<file path="src/rtl/cppm_frame_generator_assert.svh">
// ----------------------------------------------------------------------------
// CPPM frame generator assertion macros
// Clocked on clk, disabled while arst_n is low.
// ----------------------------------------------------------------------------
`ifndef CPPM_FRAME_GENERATOR_ASSERT_SVH
`define CPPM_FRAME_GENERATOR_ASSERT_SVH

// same-cycle implication
`define CPPM_ASSERT_NOW(lbl, ante, cons, msg) \
	lbl: assert property (@(posedge clk) disable iff (!arst_n) (ante) |-> (cons)) \
		else $error(msg);

// next-cycle implication
`define CPPM_ASSERT_NEXT(lbl, ante, cons, msg) \
	lbl: assert property (@(posedge clk) disable iff (!arst_n) (ante) |=> (cons)) \
		else $error(msg);

`endif

</file>
<file path="src/rtl/cppm_pkg.sv">
// ----------------------------------------------------------------------------
// CPPM package
// Register codes, reset values, request codes and the register set type.
// ----------------------------------------------------------------------------
package cppm_pkg;

	localparam int NUM_CHANNELS_DEF = 8;
	localparam int TIME_BITS_DEF    = 16;

	localparam int CFG_IDX_W  = 3;
	localparam int CFG_DATA_W = 17;
	localparam int CH_IDX_W   = 3;
	localparam int VALUE_W    = 16;

	localparam logic [CFG_IDX_W-1:0] CFG_FRAME_LENGTH = 3'd0;
	localparam logic [CFG_IDX_W-1:0] CFG_GAP_WIDTH    = 3'd1;
	localparam logic [CFG_IDX_W-1:0] CFG_FIRST_EDGE   = 3'd2;
	localparam logic [CFG_IDX_W-1:0] CFG_LAST_EDGE    = 3'd3;
	localparam logic [CFG_IDX_W-1:0] CFG_WIDTH_OFFSET = 3'd4;
	localparam logic [CFG_IDX_W-1:0] CFG_IDLE_LEVEL   = 3'd5;

	localparam logic REQ_TICK  = 1'b0;
	localparam logic REQ_WRITE = 1'b1;

	localparam logic [16:0] RST_FRAME_LENGTH = 17'd22000;
	localparam logic [15:0] RST_GAP_WIDTH    = 16'd400;
	localparam logic [15:0] RST_FIRST_EDGE   = 16'd400;
	localparam logic [15:0] RST_LAST_EDGE    = 16'd21999;
	localparam logic [15:0] RST_WIDTH_OFFSET = 16'hFE70;
	localparam logic        RST_IDLE_LEVEL   = 1'b1;

	typedef struct packed {
		logic [16:0] frame_length;
		logic [15:0] gap_width;
		logic [15:0] first_edge;
		logic [15:0] last_edge;
		logic [15:0] width_offset;
		logic        idle_level;
	} cfg_t;

endpackage

</file>
<file path="src/rtl/cppm_ram.sv">
// ----------------------------------------------------------------------------
// CPPM generic RAM
// One write port, one read port with registered read data, no reset.
// ----------------------------------------------------------------------------
module cppm_ram #(
	parameter int WIDTH = 16,
	parameter int DEPTH = 8,
	parameter int AW    = (DEPTH > 1) ? $clog2(DEPTH) : 1
) (
	input  logic             clk,
	input  logic             we,
	input  logic [AW-1:0]    waddr,
	input  logic [WIDTH-1:0] wdata,
	input  logic             re,
	input  logic [AW-1:0]    raddr,
	output logic [WIDTH-1:0] rdata
);

	logic [WIDTH-1:0] mem_q [DEPTH];
	logic [WIDTH-1:0] rdata_q;

	always_ff @(posedge clk) begin
		if (we) begin
			mem_q[waddr] <= wdata;
		end
		if (re) begin
			rdata_q <= mem_q[raddr];
		end
	end

	assign rdata = rdata_q;

endmodule

</file>
<file path="src/rtl/cppm_cfg.sv">
// ----------------------------------------------------------------------------
// CPPM configuration registers
// Write-only register set decoded from the plain write port.
// ----------------------------------------------------------------------------
module cppm_cfg (
	input  logic                               clk,
	input  logic                               arst_n,
	input  logic                               cfg_we,
	input  logic [cppm_pkg::CFG_IDX_W-1:0]     cfg_index,
	input  logic [cppm_pkg::CFG_DATA_W-1:0]    cfg_data,
	output cppm_pkg::cfg_t                     cfg
);
	import cppm_pkg::*;

	cfg_t cfg_q;

	always_ff @(posedge clk or negedge arst_n) begin
		if (!arst_n) begin
			cfg_q.frame_length <= RST_FRAME_LENGTH;
			cfg_q.gap_width    <= RST_GAP_WIDTH;
			cfg_q.first_edge   <= RST_FIRST_EDGE;
			cfg_q.last_edge    <= RST_LAST_EDGE;
			cfg_q.width_offset <= RST_WIDTH_OFFSET;
			cfg_q.idle_level   <= RST_IDLE_LEVEL;
		end else if (cfg_we) begin
			case (cfg_index)
				CFG_FRAME_LENGTH: cfg_q.frame_length <= cfg_data;
				CFG_GAP_WIDTH:    cfg_q.gap_width    <= cfg_data[15:0];
				CFG_FIRST_EDGE:   cfg_q.first_edge   <= cfg_data[15:0];
				CFG_LAST_EDGE:    cfg_q.last_edge    <= cfg_data[15:0];
				CFG_WIDTH_OFFSET: cfg_q.width_offset <= cfg_data[15:0];
				CFG_IDLE_LEVEL:   cfg_q.idle_level   <= cfg_data[0];
				default: begin
				end
			endcase
		end
	end

	assign cfg = cfg_q;

endmodule

</file>
<file path="src/rtl/cppm_frame_generator.sv">
// ----------------------------------------------------------------------------
// CPPM frame generator: beats pass through stage 1, then the result register.
// Ticks run 1 beat per cycle unless results stall; a write (shadow copy) holds input.
// Reset clears control state, config to defaults; banks read zero via valid bits.
// ----------------------------------------------------------------------------
`include "cppm_frame_generator_assert.svh"

module cppm_frame_generator #(
	parameter int NUM_CHANNELS = cppm_pkg::NUM_CHANNELS_DEF,
	parameter int TIME_BITS    = cppm_pkg::TIME_BITS_DEF
) (
	input  logic                            clk,
	input  logic                            arst_n,
	input  logic                            item_valid,
	output logic                            item_stall,
	input  logic                            req_type,
	input  logic [cppm_pkg::CH_IDX_W-1:0]   channel_index,
	input  logic [cppm_pkg::VALUE_W-1:0]    channel_value,
	output logic                            result_valid,
	input  logic                            result_stall,
	output logic                            ppm_out,
	output logic                            edge_now,
	output logic                            frame_start,
	input  logic                            cfg_we,
	input  logic [cppm_pkg::CFG_IDX_W-1:0]  cfg_index,
	input  logic [cppm_pkg::CFG_DATA_W-1:0] cfg_data
);
	import cppm_pkg::*;

	localparam int CHW       = (NUM_CHANNELS > 1) ? $clog2(NUM_CHANNELS) : 1;
	localparam int NSLOT     = 1 << CHW;
	localparam int NUM_EDGES = 2 * NUM_CHANNELS + 2;
	localparam int EW        = $clog2(2 * NUM_CHANNELS + 3);
	localparam int CW        = (TIME_BITS + 1 > 17) ? TIME_BITS + 1 : 17;
	localparam int SW        = (TIME_BITS > 16) ? TIME_BITS : 16;

	cfg_t cfg;

	logic [TIME_BITS-1:0] tick_q, next_q;
	logic [EW-1:0]        eidx_q;
	logic                 lvl_q;
	logic [NSLOT-1:0]     saved_q, svld_q;

	logic                 valid_s1, write_s1;
	logic [CH_IDX_W-1:0]  idx_s1;
	logic [VALUE_W-1:0]   value_s1;

	logic result_valid_q, ppm_q, edge_q, fstart_q;

	logic [VALUE_W-1:0]   shadow_rd, frame_rd, fc, frame_wdata;
	logic [TIME_BITS-1:0] first_tb, last_tb, gap_tb, off_tb, next_e, next_f, tick_n;
	logic [SW-1:0]        off_sw;
	logic [EW-1:0]        eidx_e, eidx_f, half, eidx_d, e0, h0;
	logic [TIME_BITS-1:0] tick_d, next_d;
	logic [CHW-1:0]       chan, widx, rd_addr;
	logic [CW-1:0]        t1;
	logic                 frame_now, saved_eff, fire, wrap, lvl_d, frame_d;
	logic                 item_accept, s1_go, tick_go, wr_go, idx_ok, frame_we, idle_wr;

	cppm_cfg u_cfg (
		.clk       (clk),
		.arst_n    (arst_n),
		.cfg_we    (cfg_we),
		.cfg_index (cfg_index),
		.cfg_data  (cfg_data),
		.cfg       (cfg)
	);

	assign first_tb = TIME_BITS'(cfg.first_edge);
	assign last_tb  = TIME_BITS'(cfg.last_edge);
	assign gap_tb   = TIME_BITS'(cfg.gap_width);
	assign off_sw   = SW'(signed'(cfg.width_offset));
	assign off_tb   = off_sw[TIME_BITS-1:0];

	assign item_accept = item_valid && !item_stall;
	assign s1_go       = valid_s1 && (!result_valid_q || !result_stall);
	assign tick_go     = s1_go && (write_s1 == REQ_TICK);
	assign idx_ok      = 5'(idx_s1) < 5'(NUM_CHANNELS);
	assign wr_go       = s1_go && (write_s1 == REQ_WRITE) && idx_ok;
	assign widx        = CHW'(idx_s1);
	assign frame_we    = wr_go && !saved_q[widx];
	assign frame_wdata = svld_q[widx] ? shadow_rd : '0;
	assign idle_wr     = cfg_we && (cfg_index == CFG_IDLE_LEVEL);

	// hold new beats behind a channel write until its copy lands, or behind a stalled tick
	assign item_stall  = valid_s1 && !(s1_go && (write_s1 == REQ_TICK));

	always_comb begin
		frame_now = (tick_q == '0);
		eidx_e    = frame_now ? '0 : eidx_q;
		next_e    = frame_now ? first_tb : next_q;
		half      = eidx_e >> 1;
		chan      = half[CHW-1:0];
		saved_eff = !frame_now && saved_q[chan];
		if (saved_eff) begin
			fc = frame_rd;
		end else if (svld_q[chan]) begin
			fc = shadow_rd;
		end else begin
			fc = '0;
		end
		fire   = (eidx_e < EW'(NUM_EDGES)) && (tick_q == next_e);
		eidx_f = eidx_e + EW'(1);
		if (eidx_f == EW'(NUM_EDGES - 1)) begin
			next_f = last_tb;
		end else if (eidx_f[0]) begin
			next_f = next_e + TIME_BITS'(fc) + off_tb;
		end else if (eidx_f == EW'(NUM_EDGES)) begin
			next_f = next_e;
		end else begin
			next_f = next_e + gap_tb;
		end
		t1     = CW'(tick_q) + CW'(1);
		wrap   = (t1 >= CW'(cfg.frame_length)) || t1[TIME_BITS];
		tick_n = wrap ? '0 : t1[TIME_BITS-1:0];

		tick_d = tick_go ? tick_n : tick_q;
		eidx_d = tick_go ? (fire ? eidx_f : eidx_e) : eidx_q;
		next_d = tick_go ? (fire ? next_f : next_e) : next_q;
		lvl_d  = (tick_go && fire) ? !lvl_q : lvl_q;

		// fetch the written channel for a write, else the one a tick may need from the updated state
		frame_d = (tick_d == '0);
		e0      = frame_d ? '0 : eidx_d;
		h0      = e0 >> 1;
		rd_addr = (req_type == REQ_WRITE) ? CHW'(channel_index) : h0[CHW-1:0];
	end

	cppm_ram #(
		.WIDTH (VALUE_W),
		.DEPTH (NUM_CHANNELS),
		.AW    (CHW)
	) u_shadow_ram (
		.clk   (clk),
		.we    (wr_go),
		.waddr (widx),
		.wdata (value_s1),
		.re    (item_accept),
		.raddr (rd_addr),
		.rdata (shadow_rd)
	);

	cppm_ram #(
		.WIDTH (VALUE_W),
		.DEPTH (NUM_CHANNELS),
		.AW    (CHW)
	) u_frame_ram (
		.clk   (clk),
		.we    (frame_we),
		.waddr (widx),
		.wdata (frame_wdata),
		.re    (item_accept),
		.raddr (rd_addr),
		.rdata (frame_rd)
	);

	always_ff @(posedge clk or negedge arst_n) begin
		if (!arst_n) begin
			tick_q  <= '0;
			eidx_q  <= '0;
			next_q  <= TIME_BITS'(RST_FIRST_EDGE);
			lvl_q   <= RST_IDLE_LEVEL;
			saved_q <= '0;
			svld_q  <= '0;
		end else begin
			tick_q <= tick_d;
			eidx_q <= eidx_d;
			next_q <= next_d;
			if (idle_wr) begin
				lvl_q <= cfg_data[0];
			end else begin
				lvl_q <= lvl_d;
			end
			if (tick_go && frame_now) begin
				saved_q <= '0;
			end else if (wr_go) begin
				saved_q[widx] <= 1'b1;
				svld_q[widx]  <= 1'b1;
			end
		end
	end

	always_ff @(posedge clk or negedge arst_n) begin
		if (!arst_n) begin
			valid_s1 <= 1'b0;
		end else if (item_accept) begin
			valid_s1 <= 1'b1;
		end else if (s1_go) begin
			valid_s1 <= 1'b0;
		end
	end

	always_ff @(posedge clk) begin
		if (item_accept) begin
			write_s1 <= req_type;
			idx_s1   <= channel_index;
			value_s1 <= channel_value;
		end
	end

	always_ff @(posedge clk or negedge arst_n) begin
		if (!arst_n) begin
			result_valid_q <= 1'b0;
		end else if (s1_go) begin
			result_valid_q <= 1'b1;
		end else if (!result_stall) begin
			result_valid_q <= 1'b0;
		end
	end

	always_ff @(posedge clk) begin
		if (s1_go) begin
			ppm_q    <= lvl_d;
			edge_q   <= tick_go && fire;
			fstart_q <= tick_go && frame_now;
		end
	end

	assign result_valid = result_valid_q;
	assign ppm_out      = ppm_q;
	assign edge_now     = edge_q;
	assign frame_start  = fstart_q;

	`CPPM_ASSERT_NOW(a_eidx_range, 1'b1, eidx_q <= EW'(NUM_EDGES), "edge index past frame end")
	`CPPM_ASSERT_NOW(a_write_interlock, valid_s1 && write_s1, !item_accept, "beat taken behind write")
	`CPPM_ASSERT_NEXT(a_edge_toggle, tick_go && fire && !idle_wr, lvl_q != $past(lvl_q), "edge lost")
	`CPPM_ASSERT_NEXT(a_frame_count, tick_go && frame_now, tick_q <= TIME_BITS'(1), "bad restart")
	`CPPM_ASSERT_NEXT(a_frame_latch, tick_go && frame_now, saved_q == '0, "frame copy not reset")

endmodule

</file>
<file path="config.mk">
export PLATFORM = sky130hd
export DESIGN_NAME = cppm_frame_generator
export DESIGN_NICKNAME = d
export VERILOG_FILES = /design/src/rtl/cppm_pkg.sv /design/src/rtl/cppm_ram.sv /design/src/rtl/cppm_cfg.sv /design/src/rtl/cppm_frame_generator.sv
export VERILOG_INCLUDE_DIRS = /design/src /design/src/rtl
export SDC_FILE = /design/constraint.sdc
export NUM_CORES = 1
export LEC_CHECK = 0
export BUFFER_PORTS_ARGS = -buffer_cell sky130_fd_sc_hd__buf_2
export CORE_MARGIN = 5
export CORE_UTILIZATION = 51
export CTS_CLUSTER_DIAMETER = 30
export CTS_CLUSTER_SIZE = 10
export DETAILED_ROUTE_END_ITERATION = 7
export PLACE_DENSITY = 0.7
export SLEW_MARGIN = 20
export SYNTH_ARGS = -nofsm -noshare
export SYNTH_HDL_FRONTEND = slang
export SYNTH_HIERARCHICAL = 1
export SYNTH_SLANG_ARGS = --single-unit
</file>
<file path="constraint.sdc">
create_clock -name clk -period 7.95 [get_ports clk]
set_input_delay 0 -clock clk [delete_from_list [all_inputs] [get_ports clk]]
set_output_delay 0 -clock clk [all_outputs]
set_load 0.02 [all_outputs]
</file>
---- Word level (Yosys, flattened, before mapping) ----
Memory sizes are Yosys's and may differ from the RTL's. A register that Yosys moved wholly into a read port is not among the register bits.
Index checks and enable logic that the tools add are counted.
operators by class
  magnitude comparators ................... 5
  add/subtract/negate cells ............... 5
  equality and inequality tests ........... 9
  bitwise gates (word level) .............. 4
  reductions and logical operators ........ 32
  mux-type cells .......................... 37
operators with widths
  cell                   number
  $mux 16                10
  $add 16x16->16         3
  $logic_not 16->1       2
  $add 16x1->17 const B  1
  $ge 17x17->1           1
  $eq 16x16->1           1
  $mux 8                 2
  $or 8x8->8             2
  $mux 1                 15
  $mux 5                 3
  $bmux 1 s3             4
  $logic_and 1x1->1      12
  $reduce_and 2->1       6
  $eq 5x5->1 const B     2
  $lt 3x4->1 const B     2
  $logic_not 1->1        7
  $eq 3x2->1 const B     2
  $eq 3x3->1 const B     2
  $add 5x1->5 const B    1
  $lt 5x5->1 const B     1
  $mux 4                 1
  $reduce_bool 2->1      2
  $demux 1 s3            1
  $eq 3x1->1 const B     1
  other kinds (6)        8
word-level totals
  RAM bits ................................ 256
  memories kept ........................... 2
  register bits after elaboration ......... 160
  word-level logic and storage cells ...... 113
memories
  name                depth  width  read ports  clocked after Yosys merged registers in  write ports  RTL line        text
  u_frame_ram.mem_q   8      16     1           1                                        1            cppm_ram.sv:19  logic [WIDTH-1:0] mem_q [DEPTH];
  u_shadow_ram.mem_q  8      16     1           1                                        1            cppm_ram.sv:19

---- Longest topological paths before layout ----
Gate-level depths: netlist of run 1.
  word-level depth ........................ 11
  depth in mapped cells ................... 23
  mapped depth without buffers ............ 21

---- By module ----
Netlist of run 1, hierarchy kept.
modules (own cells, without submodules)
  module                area each (µm²)  seq. area each (µm²)  cells each  instances
  cppm_ram              5454.0           4324.1                214         2
  cppm_frame_generator  7384.6           2097.0                881         1
  cppm_cfg              3176.8           2097.0                178         1

---- Worst setup path before layout of run 1 ----
OpenSTA, ideal clock, no wires.
  path kind ............................... reg2reg
  from .................................... reg tick_q[1]
  to ...................................... reg u_frame_ram.rdata_q[1] (netlist: u_frame_ram/rdata[1]) (read register of u_frame_ram.mem_q) (data pin)
  stages on the path, launching flop included .. 21
  setup time .............................. 260 ps
  clock period less this slack ............ 5022 ps
  arrival ................................. 4763 ps
  path slack .............................. 2928 ps
  path buffers ............................ 3
  cell sequence ........................... dfrtp_1 -> ha_1 -> nand3_1 -> nor2_2 -> and3_1 -> and3_1 -> xor2_1 -> ha_1 -> nand4_1 -> or4_1 -> a21oi_1 -> or2_1 -> buf_2 -> o21a_1 -> o211ai_1 -> or4_1 -> o211a_1 -> buf_6 -> buf_6 -> mux4_1 -> mux2_2
on the way
  word-level cells in the longest chain between the ends .. 8
RTL lines
  element                                                   RTL line                                                  text
  start: declaration                                        cppm_frame_generator.sv:39                                logic [TIME_BITS-1:0] tick_q, next_q;
  start signal: assignment                                  cppm_frame_generator.sv:166                               tick_q <= tick_d;
  $add 16x1->17 / $logic_not 16->1 (equally long branches)  cppm_frame_generator.sv:113, cppm_frame_generator.sv:89
  $ge 17x17->1 (tied with other cells)                      cppm_frame_generator.sv:114                               wrap = (t1 >= CW'(cfg.frame_length)) || t1[TIME_BITS];
  $logic_or 1x1->1 (tied with other cells)                  cppm_frame_generator.sv:114
  $mux 16 / $logic_and 1x1->1 (equally long branches)       cppm_frame_generator.sv:115, cppm_frame_generator.sv:102
  $mux 16 / $mux 5 (equally long branches)                  cppm_frame_generator.sv:117, cppm_frame_generator.sv:118
  $logic_not 16->1 / $mux 5 (equally long branches)         cppm_frame_generator.sv:123, cppm_frame_generator.sv:118
  $mux 4 (*)                                                cppm_frame_generator.sv:124                               e0 = frame_d ? '0 : eidx_d;
  $mux 3 (*)                                                cppm_frame_generator.sv:126                               rd_addr = (req_type == REQ_WRITE) ? CHW'(channel_index) : h0[CHW-1:0];
  named net rd_addr[0]                                      cppm_frame_generator.sv:55                                logic [CHW-1:0] chan, widx, rd_addr;
  end: declaration                                          cppm_ram.sv:20                                            logic [WIDTH-1:0] rdata_q;
The timed path passes the listed nets; every way through them passes the cells marked *.
A chain may end at the register's enable or synchronous reset.

---- Worst setup path in the final report of run 1 ----
  from .................................... reg tick_q[0]
  to ...................................... reg u_frame_ram.rdata_q[3] (netlist: u_frame_ram/rdata[3]) (read register of u_frame_ram.mem_q) (data pin)
on the way
  word-level cells in the longest chain between the ends .. 8
RTL lines
  element               RTL line                     text
  $add 16x1->17 (*)     cppm_frame_generator.sv:113  t1 = CW'(tick_q) + CW'(1);
  $ge 17x17->1          cppm_frame_generator.sv:114
  $logic_or 1x1->1      cppm_frame_generator.sv:114
  $mux 16 (*)           cppm_frame_generator.sv:115  tick_n = wrap ? '0 : t1[TIME_BITS-1:0];
  $mux 16 (*)           cppm_frame_generator.sv:117  tick_d = tick_go ? tick_n : tick_q;
  named net tick_d[13]  cppm_frame_generator.sv:54   logic [TIME_BITS-1:0] tick_d, next_d;
  $logic_not 16->1 (*)  cppm_frame_generator.sv:123  frame_d = (tick_d == '0);
  $mux 4 (*)            cppm_frame_generator.sv:124
  $mux 3 (*)            cppm_frame_generator.sv:126
  named net rd_addr[0]  cppm_frame_generator.sv:55
Marks and branches as above.

==> parameters.txt, run 1 <==
Parameter                              Value

Place
  Global placement routability congestion    0.850
  # port buffers    49
  Detail Placement HPWL    32.2 mm

Power
  Worst VDD drop    0.264 mV
  Leak pwr    9.95 nW
  P per Cell Area    424 nW/µm²

Finish
  Synth-to-layout area growth    19.9%
  Number of inserted filler cells in the final layout    3024
  Total number of nets in the final design    1736
  Layout cell share with drive strength beyond 1    0.245
  Multi-input gate area in the final layout    7870 µm²
  Sequential cell area    12800 µm²
  Count of antenna diodes in the layout    0

CTS
  Buffers inserted during post-CTS setup optimization    0
  Post-cts gate resize count    0
  TritonCTS clock tree    yes
  Number of hold buffers added after CTS    44
  Bufs on Longest Clock Path    3
  Number of buffers added by the clock tree synthesis step    86
  CTS clk-pin slew, worst paths    0.05 ns
  Latest clock arrival within the worst-skew pair    0.63 ns
  Htree depth    3
  Clock Sinks    448
  CTS Root Buffer Type    clkbuf_16

Route
  DR DRC count    0
  Number of violations reported at the end of detailed-routing iteration 0    1039
  Antenna-violating nets left    0
  Via count    13.2k
  Detailed-route wire length    52.8 mm
  Router iterations before antenna repair    5
  Per-cell routed wire length    23.7 µm
  Number of vias per cell    5.91

Setup path
  Reg2reg setup slack    1.24 ns
  Reg2reg start    tick_q[0]
  Cell Chain, Critical Path    ha_1 -> nand3_1 -> nor2_2 -> and3_1 -> and3_1 -> xor2_1 -> ha_1 -> a211o_1 -> o221ai_1 -> o2111ai_1 -> nor2_1 -> nand2_1 -> a31oi_1 -> or4_1 -> o211a_4 -> buf_4 -> mux4_1 -> mux2_2
  WP data required    8.33 ns
  Slowest Stage Delay on Critical Path    0.72 ns
  Max stage delay cell, worst path    nor2_1
  Crit path buffers/inverters    1
  Cell family with most CP delay    simple AND/OR/NAND/NOR gates
  Critical Path End Type    register
  Number of cells traversed by the worst register-to-register path    18
  Max Fanout on Critical Path    42
  Kind of critical path    reg2reg
  Launching element type of the critical path    register
  Critical R2R Capture    u_frame_ram/rdata[3]
  Critical Path AT    7.08 ns

Run
  # Max-Cap Violations    0

Timing
  Max-slew violation count    0
  Number of endpoints with negative hold slack in the final report    0
  Relative slew slack    0.409
  Final Critical Period    6.71 ns
  Count of endpoints failing setup in the final report    0
  Final setup skew    0.0475 ns
  Slew at the pin with the worst max-slew slack    0.884 ns
  Peak clock frequency supported by timing    0.149 GHz
  Tcrit/Tclk final    0.843
  Worst hold-check slack    0.0144 ns
  RSZ-0062 raised after global routing    false
  TNS Setup    0 ns

Yosys
  Post-synth design cell area    21400 µm²
  Post-synth net total    1596
  Number of warning messages in the yosys log    6
  Avg Synthesized Cell Area    14.4 µm²
  Post-Syn Instances    1484

Global route
  GR Util met3    0.0532
  Met1 track demand over resource in global routing    0.292
  Via count of the first global-routing pass    13.7k
  Pin count of the biggest net entering global routing    80
  GRT Util Overall    0.230
  Routing layer with the top usage in global route    met2
  Met2 GRT Util    0.390
  Antenna violations before repair    2
  Global-route congestion overflow total    0
  First-pass GRT wire length    81.6 mm

Floorplanning
  Number of rows in the core area    75
  Number of top-level design ports    50
  Area of the core region    41800 µm²
  Die Outline Area    46200 µm²
  Floorplan die height    215 µm
  Effective utilization at floorplan    0.513
  Width of the chip    215 µm

Hold path
  Worst hold path class    in2async

Outcome
  Status    finished clean
-- how the worst max path moves through the flow --
stage / cells past startpoint / end / startpoint
global route: 18 / u_frame_ram/rdata[3] / tick_q[0]
floorplan: 20 / u_frame_ram/rdata[1] / tick_q[1]
CTS: 18 / u_frame_ram/rdata[3] / tick_q[0]
detailed placement: 18 / u_frame_ram/rdata[13] / tick_q[0]
finish: 18 / u_frame_ram/rdata[3] / tick_q[0]
global placement: 18 / u_frame_ram/rdata[7] / tick_q[0]
-- stage by stage --
| step | power (W) | std cells | cell area [µm²] | worst slack (ns) | utilization |
|---|---|---|---|---|---|
| 4_1_cts | 0.0109 | 2233 | 25700 | 1.36 | 0.615 |
| 3_3_place_gp | 0.00705 | 2030 | 22200 | 1.61 | 0.532 |
| 6_report | 0.0109 | 2234 | 25700 | 1.24 | 0.615 |
| 3_5_place_dp | 0.00716 | 2030 | 22200 | 1.43 | 0.532 |
| 2_1_floorplan | 0.00612 | 1484 | 21400 | 2.93 | - |
| 5_1_grt | 0.0116 | 2234 | 25700 | 0.800 | 0.615 |
-- cell usage in the layout (no fill, tap or decap), types with 50 or more instances in the layout --
| master | instances |
|---|---|
| mux2_2 | 117 |
| nand2_1 | 72 |
| a21oi_1 | 54 |
| dfrtp_1 | 98 |
| clkbuf_16 | 87 |
| ha_1 | 50 |
| edfxtp_1 | 311 |
| inv_1 | 104 |
| nor2_1 | 67 |
| mux4_1 | 56 |
-- worst reg2reg max path: cells and delay by family, from the launching register on --
kind | cells | cell delay [ns]
AO/OA/AOI/OAI | 5 | 1.62
XOR/XNOR | 1 | 0.26
adder cells (fa/ha/maj) | 2 | 0.66
buffers and inverters | 1 | 0.42
flip-flops | 1 | 0.54
multiplexers | 2 | 0.92
AND/OR/NAND/NOR | 7 | 2.07
-- metal layers --
| metal | vias up | share of wire |
|---|---|---|
| li1 | 5957 | - |
| met1 | 6657 | 0.40 |
| met2 | 472 | 0.50 |
| met3 | 110 | 0.064 |
| met4 | 2 | 0.034 |
| met5 | - | 0.00025 |
-- power by group --
group / internal, W / leakage [nW] / switching [W] / total (W)
clock network: 0.00244 / 1.45 / 0.00124 / 0.00369
logic: 0.00173 / 4.04 / 0.00235 / 0.00408
registers: 0.00289 / 4.46 / 0.000242 / 0.00313
total: 0.00707 / 9.95 / 0.00383 / 0.0109
-- sequential cells by signal, summed over array words and instances (netlist names), 3 cells and up, named ones only --
register            flops
eidx_q                  4
u_shadow_ram/rdata     16
idx_s1                  3
saved_q                 8
tick_q                 16
value_s1               16
u_shadow_ram/mem_q    128
next_q                 16
svld_q                  8
u_frame_ram/rdata      16
u_cfg/cfg              81
u_frame_ram/mem_q     128
-- final cells by class --
class	instances	share of cell area
multi-input cells	859	0.306
repair buffers	124	0.0361
flip-flops and latches	448	0.499
clock inverters	56	0.0287
inverters	105	0.0153
clock buffers	103	0.0882
well taps	539	0.0263
No activity file was read; power rests on OpenSTA's default activity.
==> inputs of run 2 (changes only) <==
--- a/config.mk
+++ b/config.mk
@@ -12,7 +12,7 @@
 export CTS_CLUSTER_DIAMETER = 30
 export CTS_CLUSTER_SIZE = 10
 export DETAILED_ROUTE_END_ITERATION = 7
-export PLACE_DENSITY = 0.7
+export PLACE_DENSITY = 0.73
 export SLEW_MARGIN = 20
 export SYNTH_ARGS = -nofsm -noshare
 export SYNTH_HDL_FRONTEND = slang
==> constraint.sdc (replaced) <==
create_clock -name clk -period 5.5 [get_ports clk]
set_input_delay 0 -clock clk [delete_from_list [all_inputs] [get_ports clk]]
set_output_delay 0 -clock clk [all_outputs]
set_load 0.02 [all_outputs]
==> parameters.txt, run 2 (synthesized netlist as in run 1, its figures left out) <==
Parameter                              Value

Global route
  Routing layer with the top usage in global route    met2
  Global-route congestion overflow total    0 (unchanged)
  First-pass GRT wire length    82.1 mm (+0.64%)
  GRT Util Overall    0.231 (+0.000531)
  Pin count of the biggest net entering global routing    77 (-3.8%)
  Antenna violations before repair    0 (-2)
  Via count of the first global-routing pass    14.0k (+2.3%)
  Met2 GRT Util    0.395 (+0.00434)
  Met1 track demand over resource in global routing    0.294 (+0.00163)
  GR Util met3    0.0435 (-0.00971)

Timing
  Final Critical Period    5.31 ns (-1.39 ns)
  Max-slew violation count    0 (unchanged)
  Tcrit/Tclk final    0.966 (+0.123)
  TNS Setup    0 ns (unchanged)
  Final setup skew    0.0284 ns (-0.0191 ns)
  RSZ-0062 raised after global routing    false
  Number of endpoints with negative hold slack in the final report    0 (unchanged)
  Count of endpoints failing setup in the final report    0 (unchanged)
  Slew at the pin with the worst max-slew slack    1.08 ns (+0.194 ns)
  Relative slew slack    0.280 (-0.129)
  Peak clock frequency supported by timing    0.188 GHz (+26%)

Floorplanning
  Area of the core region    41800 µm² (unchanged)
  Width of the chip    215 µm (unchanged)
  Number of top-level design ports    50 (unchanged)
  Effective utilization at floorplan    0.513 (unchanged)
  Number of rows in the core area    75 (unchanged)
  Die Outline Area    46200 µm² (unchanged)
  Floorplan die height    215 µm (unchanged)

Finish
  Count of antenna diodes in the layout    0 (unchanged)
  Post-route core utilization    0.630 (+0.0148)
  Most used cells in the layout excluding fill and tap cells    edfxtp_1 (311), mux2_2 (117), inv_1 (104)
  Total number of nets in the final design    1773 (+2.1%)
  Layout cell share with drive strength beyond 1    0.270 (+0.0249)
  Post-layout instance count excluding filler cells    2274 (+1.8%)
  Most common library cell in the layout ignoring fill and taps    edfxtp_1
  Synth-to-layout area growth    22.8%

Place
  Detail Placement HPWL    32.2 mm (+0.16%)
  Global placement routability congestion    0.904 (+6.3%)
  Post-placement cell count    2055 (+1.2%)
  # port buffers    49 (unchanged)

Setup path
  WP data required    5.98 ns (-2.35 ns)
  Kind of critical path    reg2reg
  Critical Path End Type    register
  Slowest Stage Delay on Critical Path    0.53 ns (-0.19 ns)
  Reg2reg setup slack    0.19 ns (-1.06 ns)
  Critical Path AT    5.80 ns (-1.28 ns)
  Max stage delay cell, worst path    fa_1
  Cell Chain, Critical Path    buf_4 -> inv_1 -> ha_1 -> nor3b_1 -> and4_2 -> o21ai_0 -> a21oi_2 -> buf_12 -> a22oi_1 -> fa_1 -> inv_1 -> ha_1 -> or3_1 -> and3_1 -> a22o_1 -> a211oi_1 -> o21ai_1 -> nand4b_1 -> a21oi_1 -> a2111oi_0 -> a21oi_1
  Launching element type of the critical path    register
  Max Fanout on Critical Path    16 (-62%)

CTS
  Buffers inserted during post-CTS setup optimization    0 (unchanged)
  Htree depth    3 (unchanged)
  Latest clock arrival within the worst-skew pair    0.63 ns (about the same)
  CTS clk-pin slew, worst paths    0.04 ns (about the same)
  CTS Root Buffer Type    clkbuf_16
  Bufs on Longest Clock Path    3 (unchanged)
  TritonCTS clock tree    yes
  Number of buffers added by the clock tree synthesis step    92 (+7.0%)
  Clock Sinks    448 (unchanged)

Power
  Leak pwr    10.2 nW (+2.9%)
  Worst VDD drop    0.489 mV (+85%)
  P per Cell Area    623 nW/µm² (+47%)

Route
  Via count    13.3k (+0.99%)
  Antenna-violating nets left    0 (unchanged)
  Per-cell routed wire length    23.3 µm (-1.3%)
  Number of vias per cell    5.86 (-0.78%)
  Number of violations reported at the end of detailed-routing iteration 0    1093 (+5.2%)
  Router iterations before antenna repair    5 (unchanged)
  DR DRC count    0 (unchanged)
  Detailed-route wire length    53.1 mm (+0.47%)

Run
  # Max-Cap Violations    0 (unchanged)

Outcome
  Status    finished clean

Hold path
  Worst hold path class    in2async
[run 2: cell types whose count changed in the layout (fill, tap and decap cells not counted), moves of 4 or more]
cell           delta
dlygate4sd3_1     +4
bufinv_16         +4
inv_6             -7
clkinvlp_4        +7
clkbuf_16         +9
buf_4            +22
clkinv_2          +5
[run 2: path summary, 6_finish.rpt]
path	startpoint	endpoint	depth (start not counted)
worst max register to register	tick_q[1]	next_q[14]	21
max in group asynchronous	arst_n	next_q[5]	3
worst max-delay path	tick_q[1]	next_q[14]	21
min in group clk	channel_value[14]	value_s1[14]	2
worst min register to register	next_q[4]	next_q[4]	2
worst min-delay path	arst_n	u_cfg/cfg[59]	2
[run 2: layout make-up]
cell class / count / area (µm²)
fill: 2938 / 15400
sequential: 448 / 12800
multi-input combinational: 859 / 7930
clock buffer: 106 / 2410
timing repair buffer: 155 / 1270
clock inverter: 62 / 821
tap: 539 / 674
inverter: 105 / 394
[run 2: critical path: cells and delay by family (launching register included)]
family                     cells  cell delay [ns]
AOI/OAI and AO/OA              9             1.97
adders and majority gates      3             0.94
buffers and inverters          4             0.47
DFF                            1             0.38
and+or+nand+nor                5             1.39
[run 2: repair_timing]
item,CTS,global route
hold buffers,48,0
endpoints found under the hold margin,210,0
setup endpoints to repair,1,35
cloned,1,2
resized for setup,3,15
pin swaps,0,1
[run 2: report_power, final]
part	switching [W]	total, W	internal (W)
clock	0.00183	0.00571	0.00388
sequential	0.000332	0.00451	0.00418
combinational	0.00350	0.00616	0.00266
total	0.00566	0.0164	0.0107
[run 2: through the flow]
| step | cell area, µm² | worst slack [ns] | power [W] | hold WS (ns) |
|---|---|---|---|---|
| global placement | 22500 | 0.153 | 0.0103 | 0.0733 |
| detailed placement | 22500 | 0.0535 | 0.0105 | 0.0936 |
| global route | 26300 | 0.0308 | 0.0173 | 0.0743 |
| floorplan | 21400 | 0.478 | 0.00884 | -0.296 |
| CTS | 26200 | 0.0571 | 0.0163 | 0.0132 |
| finish | 26300 | 0.186 | 0.0164 | 0.00638 |
[run 2: layer usage]
layer / vias up / wire length (µm)
met2: 443 / 26900
li1: 6020 / -
met4: 0 / 1740
met5: - / 0
met1: 6765 / 21500
met3: 101 / 2960
==> inputs of run 3 (changes only) <==
--- a/config.mk
+++ b/config.mk
@@ -7,12 +7,14 @@
 export NUM_CORES = 1
 export LEC_CHECK = 0
 export BUFFER_PORTS_ARGS = -buffer_cell sky130_fd_sc_hd__buf_2
+export CELL_PAD_IN_SITES_DETAIL_PLACEMENT = 1
+export CELL_PAD_IN_SITES_GLOBAL_PLACEMENT = 1
 export CORE_MARGIN = 5
-export CORE_UTILIZATION = 51
+export CORE_UTILIZATION = 48
 export CTS_CLUSTER_DIAMETER = 30
 export CTS_CLUSTER_SIZE = 10
 export DETAILED_ROUTE_END_ITERATION = 7
-export PLACE_DENSITY = 0.73
+export PLACE_DENSITY = 0.79
 export SLEW_MARGIN = 20
 export SYNTH_ARGS = -nofsm -noshare
 export SYNTH_HDL_FRONTEND = slang
==> parameters.txt, run 3 (synthesized netlist as in run 1, its figures left out) <==
Parameter                              Value

Outcome
  Status    finished clean

CTS
  TritonCTS clock tree    yes
  CTS Root Buffer Type    clkbuf_16
  Bufs on Longest Clock Path    3 (unchanged)
  Clock Sinks    448 (unchanged)
  Latest clock arrival within the worst-skew pair    0.63 ns (about the same)
  CTS clk-pin slew, worst paths    0.05 ns (about the same)
  Number of buffers added by the clock tree synthesis step    91 (-1.1%)
  Htree depth    3 (unchanged)

Route
  Per-cell routed wire length    27.1 µm (+16%)
  Via count    13.9k (+4.5%)
  Detailed-route wire length    63.4 mm (+19%)
  DR DRC count    0 (unchanged)
  Router iterations before antenna repair    5 (unchanged)
  Antenna-violating nets left    0 (unchanged)
  Number of vias per cell    5.95 (+1.5%)
  Number of violations reported at the end of detailed-routing iteration 0    1070 (-2.1%)

Floorplanning
  Floorplan die height    221 µm (+2.9%)
  Die Outline Area    49000 µm² (+6.0%)
  Number of rows in the core area    77 (+2.7%)
  Effective utilization at floorplan    0.484 (-0.0286)
  Number of top-level design ports    50 (unchanged)
  Width of the chip    221 µm (+2.9%)
  Area of the core region    44200 µm² (+5.9%)

Place
  # port buffers    49 (unchanged)
  Place WS    -0.0982 ns (-0.152 ns)
  Post-placement cell count    2123 (+3.3%)
  Detail Placement HPWL    38.9 mm (+21%)
  Global placement routability congestion    0.904 (about the same)

Timing
  Final setup skew    0.0246 ns (-0.00381 ns)
  Tcrit/Tclk final    0.970 (+0.00382)
  Max-slew violation count    0 (unchanged)
  Peak clock frequency supported by timing    0.187 GHz (-0.39%)
  Number of endpoints with negative hold slack in the final report    0 (unchanged)
  Final worst setup slack    0.165 ns (-0.0210 ns)
  TNS Setup    0 ns (unchanged)
  Relative slew slack    0.368 (+0.0877)
  Count of endpoints failing setup in the final report    0 (unchanged)
  Final Critical Period    5.34 ns (+0.0210 ns)
  Slew at the pin with the worst max-slew slack    0.947 ns (-0.131 ns)

Finish
  Count of antenna diodes in the layout    0 (unchanged)
  Synth-to-layout area growth    23.1%
  Total number of nets in the final design    1784 (+0.62%)
  Most common library cell in the layout ignoring fill and taps    edfxtp_1
  Most used cells in the layout excluding fill and tap cells    edfxtp_1 (311), mux2_2 (117), inv_1 (104)
  Layout cell share with drive strength beyond 1    0.276 (+0.00543)
  Post-layout instance count excluding filler cells    2340 (+2.9%)
  Number of inserted filler cells in the final layout    4055 (+38%)

Setup path
  Cell Chain, Critical Path    ha_1 -> nand3_2 -> or2_1 -> nor2_1 -> xnor2_1 -> inv_1 -> ha_1 -> nand4_1 -> or4_1 -> a21oi_2 -> or2_4 -> a21oi_1 -> o22a_1 -> or4_4 -> o211a_4 -> buf_12 -> mux4_1 -> mux2_2
  Slowest Stage Delay on Critical Path    0.62 ns (+0.09 ns)
  WP data required    5.86 ns (-0.12 ns)
  Critical Path AT    5.69 ns (-0.11 ns)
  Max stage delay cell, worst path    or4_4
  Library cell appearing most often on the critical path    ha_1
  Kind of critical path    reg2reg
  Launching element type of the critical path    register
  Critical Path End Type    register
  Cell family with most CP delay    simple AND/OR/NAND/NOR gates
  Crit path buffers/inverters    2 (-2)
  Max Fanout on Critical Path    24 (+8)

Power
  P per Cell Area    635 nW/µm² (+2.0%)
  Leak pwr    10.3 nW (+0.38%)
  Worst VDD drop    0.506 mV (+3.7%)
  Post-route total power    0.0167 W (+2.2%)

Global route
  Antenna violations before repair    1 (+1)
  GRT Util Overall    0.258 (+0.0272)
  Global-route congestion overflow total    0 (unchanged)
  Pin count of the biggest net entering global routing    72 (-6.5%)
  First-pass GRT wire length    97.0 mm (+18%)
  Via count of the first global-routing pass    15.6k (+11%)

Run
  # Max-Cap Violations    0 (unchanged)

Hold path
  Worst hold path class    in2reg
==> run 3: cell count changes in the layout (fill, tap and decap cells not counted), moves of 4 or more <==
cell	change
clkinvlp_4	-4
bufinv_16	-4
buf_4	+13
inv_6	+6
clkbuf_8	+4
clkbuf_16	-4
buf_12	+4
==> run 3: through the flow <==
| step | hold WS (ns) | util | area (µm²) |
|---|---|---|---|
| after CTS | 0.0562 | 0.595 | 26300 |
| after detailed placement | 0.0783 | 0.512 | 22700 |
| after floorplan | -0.296 | - | 21400 |
| after global routing | 0.0587 | 0.597 | 26400 |
| after global placement | 0.0735 | 0.512 | 22700 |
| final | 0.0779 | 0.597 | 26400 |
==> run 3: path summary, 6_finish.rpt <==
path,cells after the start,slack (ns),start,to
setup / recovery,18,0.16,tick_q[0],u_frame_ram/rdata[2]
hold / removal,2,0.08,channel_value[2],value_s1[2]
setup reg to reg,18,0.16,tick_q[0],u_frame_ram/rdata[2]
hold reg to reg,2,0.49,next_q[4],next_q[4]
max in group asynchronous,4,3.57,arst_n,tick_q[15]
min in group asynchronous,3,0.55,arst_n,u_cfg/cfg[8]
==> run 3: cell type report <==
class | count | area, µm² | area share
Sequential cell | 448 | 12800 | 0.486
Inverter | 105 | 394 | 0.0149
Timing Repair Buffer | 166 | 1320 | 0.0500
Clock inverter | 61 | 739 | 0.0280
Clock buffer | 108 | 2410 | 0.0914
Tap cell | 592 | 741 | 0.0281
Multi-Input combinational cell | 860 | 7960 | 0.302
==> run 3: repair_timing <==
item                                    CTS  global route
buffers inserted                          1             0
pin swaps                                 1             1
cloned                                    1             0
hold buffers                             46             0
gates resized for setup                   3            15
endpoints found under the setup margin   24            38
hold endpoints to repair                201             0
==> run 3: routing by layer <==
layer  vias to the layer above  routed length, µm  part of all wire  track usage
met4                         0               1990             0.031       0.0810
met3                       139               3010             0.047       0.0486
met2                       449              33200              0.52        0.462
met5                         -                  0                 0            0
met1                      7268              25200              0.40        0.317
li1                       6068                  -                 -            -
==> run 3: where the power goes <==
group / leakage, nW / switching [W] / total [W] / internal, W
clock: 1.53 / 0.00191 / 0.00562 / 0.00371
sequential: 4.46 / 0.000358 / 0.00454 / 0.00418
combinational: 4.29 / 0.00382 / 0.00659 / 0.00276
